## config.mk

```make
export PLATFORM = sky130hd
export DESIGN_NAME = hbkv_occ
export DESIGN_NICKNAME = d
export VERILOG_FILES = /design/src/hw/rtl/hash_bucket_key_value_slots_assert.svh /design/src/hw/rtl/hbkv_pkg.sv /design/src/hw/rtl/hbkv_occ.sv
export SDC_FILE = /design/constraint.sdc
export NUM_CORES = 1
export LEC_CHECK = 0
export ABC_AREA = 1
export BUFFER_PORTS_ARGS = -buffer_cell sky130_fd_sc_hd__buf_2
export CORE_ASPECT_RATIO = 1.2
export CORE_UTILIZATION = 55
export DETAILED_ROUTE_END_ITERATION = 8
export PLACE_DENSITY = 0.71
export SKIP_CTS_REPAIR_TIMING = 1
export SLEW_MARGIN = 20
export SYNTH_ARGS = -nofsm -noshare
export SYNTH_HDL_FRONTEND = slang
export SYNTH_SLANG_ARGS = --single-unit
```

## constraint.sdc

```tcl
create_clock -name clk -period 2.75 [get_ports clk]
set_clock_uncertainty 0.05 [all_clocks]
set_input_delay 0 -clock clk [delete_from_list [all_inputs] [get_ports clk]]
set_output_delay 0 -clock clk [all_outputs]
set_load 0.03 [all_outputs]
```

## src/hw/rtl/hash_bucket_key_value_slots_assert.svh

```systemverilog
// Assertion macros used by the bucket RTL.
`ifndef HASH_BUCKET_KEY_VALUE_SLOTS_ASSERT_SVH
`define HASH_BUCKET_KEY_VALUE_SLOTS_ASSERT_SVH

// Same-cycle implication, sampled on clk and disabled during reset.
`define HBKV_ASSERT_IMPL(label, ante, cons) \
    label: assert property (@(posedge clk) disable iff (!rst_n) (ante) |-> (cons)) \
        else $error("bucket assertion failed");

// Next-cycle implication, sampled on clk and disabled during reset.
`define HBKV_ASSERT_NEXT(label, ante, cons) \
    label: assert property (@(posedge clk) disable iff (!rst_n) (ante) |=> (cons)) \
        else $error("bucket assertion failed");

`endif

```

## src/hw/rtl/hbkv_pkg.sv

```systemverilog
`default_nettype none

package hbkv_pkg;

    localparam int SLOTS_DEF      = 64;
    localparam int KEY_BITS_DEF   = 64;
    localparam int VALUE_BITS_DEF = 64;

    localparam logic [2:0] ACT_LOOKUP   = 3'd0;
    localparam logic [2:0] ACT_INSERT   = 3'd1;
    localparam logic [2:0] ACT_REM_KEY  = 3'd2;
    localparam logic [2:0] ACT_REM_SLOT = 3'd3;
    localparam logic [2:0] ACT_READ     = 3'd4;

    typedef struct packed {
        logic [2:0]  action;
        logic [63:0] key;
        logic [63:0] write_value;
        logic [5:0]  slot;
    } req_t;

    typedef struct packed {
        logic        success;
        logic [63:0] read_value;
        logic [63:0] read_key;
        logic [5:0]  slot_used;
        logic        slot_occupied;
        logic [6:0]  occupied_count;
        logic        bucket_full;
        logic        modified;
    } rsp_t;

    typedef struct packed {
        logic set;
        logic clr;
    } occ_cmd_t;

endpackage

`default_nettype wire

```

## src/hw/rtl/hbkv_occ.sv

```systemverilog
`default_nettype none

module hbkv_occ #(
    parameter int SLOTS = hbkv_pkg::SLOTS_DEF,
    parameter int IDX_W = $clog2(hbkv_pkg::SLOTS_DEF),
    parameter int CNT_W = $clog2(hbkv_pkg::SLOTS_DEF + 1)
) (
    input  wire logic               clk,
    input  wire logic               rst_n,
    input  wire logic [IDX_W-1:0]   idx,
    input  wire hbkv_pkg::occ_cmd_t cmd,
    output logic                    occ,
    output logic      [CNT_W-1:0]   count
);

    logic [SLOTS-1:0] occ_reg;
    logic [CNT_W-1:0] count_reg;

    assign occ   = occ_reg[idx];
    assign count = count_reg;

    // The count only moves when the addressed bit really changes.
    always_ff @(posedge clk or negedge rst_n)
    begin
        if (!rst_n)
        begin
            occ_reg   <= '0;
            count_reg <= '0;
        end
        else if (cmd.set && !occ_reg[idx])
        begin
            occ_reg[idx] <= 1'b1;
            count_reg    <= count_reg + CNT_W'(1);
        end
        else if (cmd.clr && occ_reg[idx])
        begin
            occ_reg[idx] <= 1'b0;
            count_reg    <= count_reg - CNT_W'(1);
        end
    end

endmodule

`default_nettype wire
```

==> metrics <==
result of the run=finished with violations; failing checks=negative hold slack; post-route antenna net violation count=0; area used by multi-input combinational logic=2360 um^2; #FFs+latches synth=71; critical path class=reg2reg; sequential cell area fraction in the yosys report=0.391; sum of overflow across all layers after global routing=0; site row count=35; latest clock arrival within the worst-skew pair=360 ps; area of the core=slightly below 8000 um^2; Warnings, synthesis=0; CP max stage cell=sky130_fd_sc_hd__dfrtp_1; Inserted Clock Buffers=9; highest ir drop seen on vdd=0.612 mV; startpoint type of the worst setup path=flop; power per cell area=695 nW/um^2; kind of cell adding the most delay to the critical path=simple AND/OR/NAND/NOR gates; WP data required=2960 ps; number of buffers and inverters on the critical path=0; routability-driven placement congestion ratio=0.931; count of endpoints failing setup in the final report=0; initial standard-cell utilization of the core=0.579; number of slew-limit violations in the final report=0; final hold vios=1; DR vias/cell=5.41; leak pwr=2.64 nW; DR iter-0 viols=414; f_max=around 0.39 GHz; layout cells sized above 1=0.108; number of search-and-repair iterations in the first detailed-routing pass=7; clock-pin slew on the worst setup and hold paths=80 ps; worst path cell trace=or2_1 -> nand3_1 -> nand2_1 -> o21ai_1 -> nand2_1 -> nor2_4 -> nand3_4 -> ha_1 -> a21oi_1 -> nand2_1 -> a21oi_1 -> o21ai_0 -> xor2_1 -> nand2_1 -> nand2_1; worst-path fanout max=7; unrepaired setup endpoints after global routing=true; Die Outline Area=between 8000 and 9000 um^2; post-layout util=0.638; Post-DP HPWL=approximately 8200 um; drc violations=0; wire length of the first global-routing pass=about 21,000 um; CTS H-tree depth=3; maximum number of pins on one net before global-route repair=72; arrival time of the worst setup path=2790 ps; cell taking the most area after synthesis=sky130_fd_sc_hd__dfrtp_1; area added between synthesis and finish=10.2%; crit path time final=2580 ps; Layout Cell Area excl Fill=5000 um^2; ANT cells=0; most common flop cell mapped by yosys=sky130_fd_sc_hd__dfrtp_1; Async SR Flop Fraction=1.00; share of the cycle needed by the critical path after routing=0.939; max_cap viols=0; initial antenna violation count=0; number of clock sinks=71; nature of the critical path endpoint=flop; sum of routed wire length over all layers=12,500 um; clock tree from TritonCTS=yes; Total Nets Final=736; count of fill cells added during filler insertion=about 720; worst hold path type=in2reg; IO Count=18; vertical die dimension=102 um; storage element area=1780 um^2; horizontal die dimension=84.9 um; Post-Syn Nets=just over 700; mapped cell area=4540 um^2; top cell types by occurrence after synthesis=335 x sky130_fd_sc_hd__nand2_1, 79 x sky130_fd_sc_hd__nor2_1, 77 x sky130_fd_sc_hd__nand3_1, 71 x sky130_fd_sc_hd__dfrtp_1, 49 x sky130_fd_sc_hd__inv_1; root buffer cell=sky130_fd_sc_hd__clkbuf_8; WHS=-11.8 ps; number of input and output port buffers inserted=17; worst rel slew slack=0.380; instance count of the mapped netlist=689; instance area after placement=4740 um^2; GRT Util Overall=0.310; deepest clock path buffer count=2; slew at the pin closest to its max-slew limit=~930 ps; most frequently used cell type in the post-synthesis netlist=sky130_fd_sc_hd__nand2_1; count of distinct cell types in the synthesized netlist=26; per-instance average area after synthesis=6.59 um^2; number of global-route vias before repair=4,152; vias after detailed routing=4,418; leading post-synthesis cells by cell area=sky130_fd_sc_hd__dfrtp_1 39%, sky130_fd_sc_hd__nand2_1 28%, sky130_fd_sc_hd__nand3_1 8.5%; cell occurring most often along the worst timing path=sky130_fd_sc_hd__nand2_1; EDFF count, synth=0; Largest stage delay, worst path=380 ps; share of the synthesized area in the top cell type=0.391; post-detailed-route wirelength per cell=15.3 um
## path summary, 6_finish.rpt
check	start	end	slack [ps]	cells after the start
min in group asynchronous	rst_n	async pin	270	2
max in group asynchronous	rst_n	async pin	1770	2
worst max-delay path	flop	count[5]$_DFFE_PN0P_	170	15
worst min register to register	flop	flop	420	2
worst max register to register	flop	count[5]$_DFFE_PN0P_	170	15
worst min-delay path	cmd[1]	count[6]$_DFFE_PN0P_	-10	4
## worst reg2reg max path: stages, from the launching register on
cell and delay [ps]:
sky130_fd_sc_hd__dfrtp_1 380, sky130_fd_sc_hd__or2_1 220, sky130_fd_sc_hd__nand3_1 70, sky130_fd_sc_hd__nand2_1 70
sky130_fd_sc_hd__o21ai_1 120, sky130_fd_sc_hd__nand2_1 110, sky130_fd_sc_hd__nor2_4 160, sky130_fd_sc_hd__nand3_4 150
sky130_fd_sc_hd__ha_1 340, sky130_fd_sc_hd__a21oi_1 140, sky130_fd_sc_hd__nand2_1 90, sky130_fd_sc_hd__a21oi_1 170
sky130_fd_sc_hd__o21ai_0 120, sky130_fd_sc_hd__xor2_1 150, sky130_fd_sc_hd__nand2_1 80, sky130_fd_sc_hd__nand2_1 60
## report_power, final
group	switching [mW]	internal [mW]
clock network	0.410	0.491
registers	0.151	1.29
logic	0.737	0.402
total	1.30	2.18
## placed cells by master, fill, tap and decap left out, types with 2 or more instances in the layout
| cell type | Yosys | routed |
|---|---|---|
| sky130_fd_sc_hd__nand3_1 | 77 | 77 |
| sky130_fd_sc_hd__nand2_1 | 335 | 335 |
| sky130_fd_sc_hd__o21ai_1 | 5 | 7 |
| sky130_fd_sc_hd__o211ai_1 | 5 | 5 |
| sky130_fd_sc_hd__or2_1 | 6 | 6 |
| sky130_fd_sc_hd__dlygate4sd3_1 | 0 | 2 |
| sky130_fd_sc_hd__a21oi_1 | 4 | 3 |
| sky130_fd_sc_hd__buf_4 | 2 | 24 |
| sky130_fd_sc_hd__inv_1 | 49 | 49 |
| sky130_fd_sc_hd__buf_12 | 0 | 3 |
| sky130_fd_sc_hd__nor2_1 | 79 | 79 |
| sky130_fd_sc_hd__clkbuf_8 | 0 | 12 |
| sky130_fd_sc_hd__clkinv_2 | 0 | 2 |
| sky130_fd_sc_hd__inv_2 | 4 | 4 |
| sky130_fd_sc_hd__nor2_4 | 1 | 2 |
| sky130_fd_sc_hd__buf_2 | 10 | 16 |
| sky130_fd_sc_hd__nor3_2 | 8 | 8 |
| sky130_fd_sc_hd__xor2_1 | 2 | 2 |
| sky130_fd_sc_hd__dfrtp_1 | 71 | 71 |
| sky130_fd_sc_hd__ha_1 | 6 | 5 |
## kinds of logic after synthesis
kind of cell,after synthesis,share of synthesized area
and+or+nand+nor,512,0.467
AOI/OAI and AO/OA,17,0.0215
buffers and inverters,79,0.0929
xor gates and xnor gates,3,0.00579
adders and majority gates,7,0.0209
DFF,71,0.391
## layout make-up
cell class                 instances  area share
timing repair buffer              45      0.0680
clock inverter                     3     0.00800
clock buffer                      13      0.0338
inverter                          53      0.0398
multi-input combinational        539       0.472
tap                               92      0.0230
sequential                        71       0.355
## per-stage QoR
step | power, mW | cells | TNS [ps] | setup WS (ps)
5_1_grt | 3.71 | 816 | -58.2 | -42.8
3_5_place_dp | 2.55 | 796 | 0 | 64.8
2_1_floorplan | 2.28 | 689 | 0 | 300
6_report | 3.48 | 816 | 0 | 167
3_3_place_gp | 2.53 | 796 | 0 | 98.0
4_1_cts | 3.45 | 812 | 0 | 31.2
## metal layers
metal | vias up | share of wire | GRT usage
met5 | - | 0 | 0
met1 | 2060 | 0.43 | 0.411
li1 | 2172 | - | -
met4 | 0 | 0.027 | 0.125
met2 | 156 | 0.48 | 0.518
met3 | 30 | 0.058 | 0.0407
No activity file was read; power rests on OpenSTA's default activity.
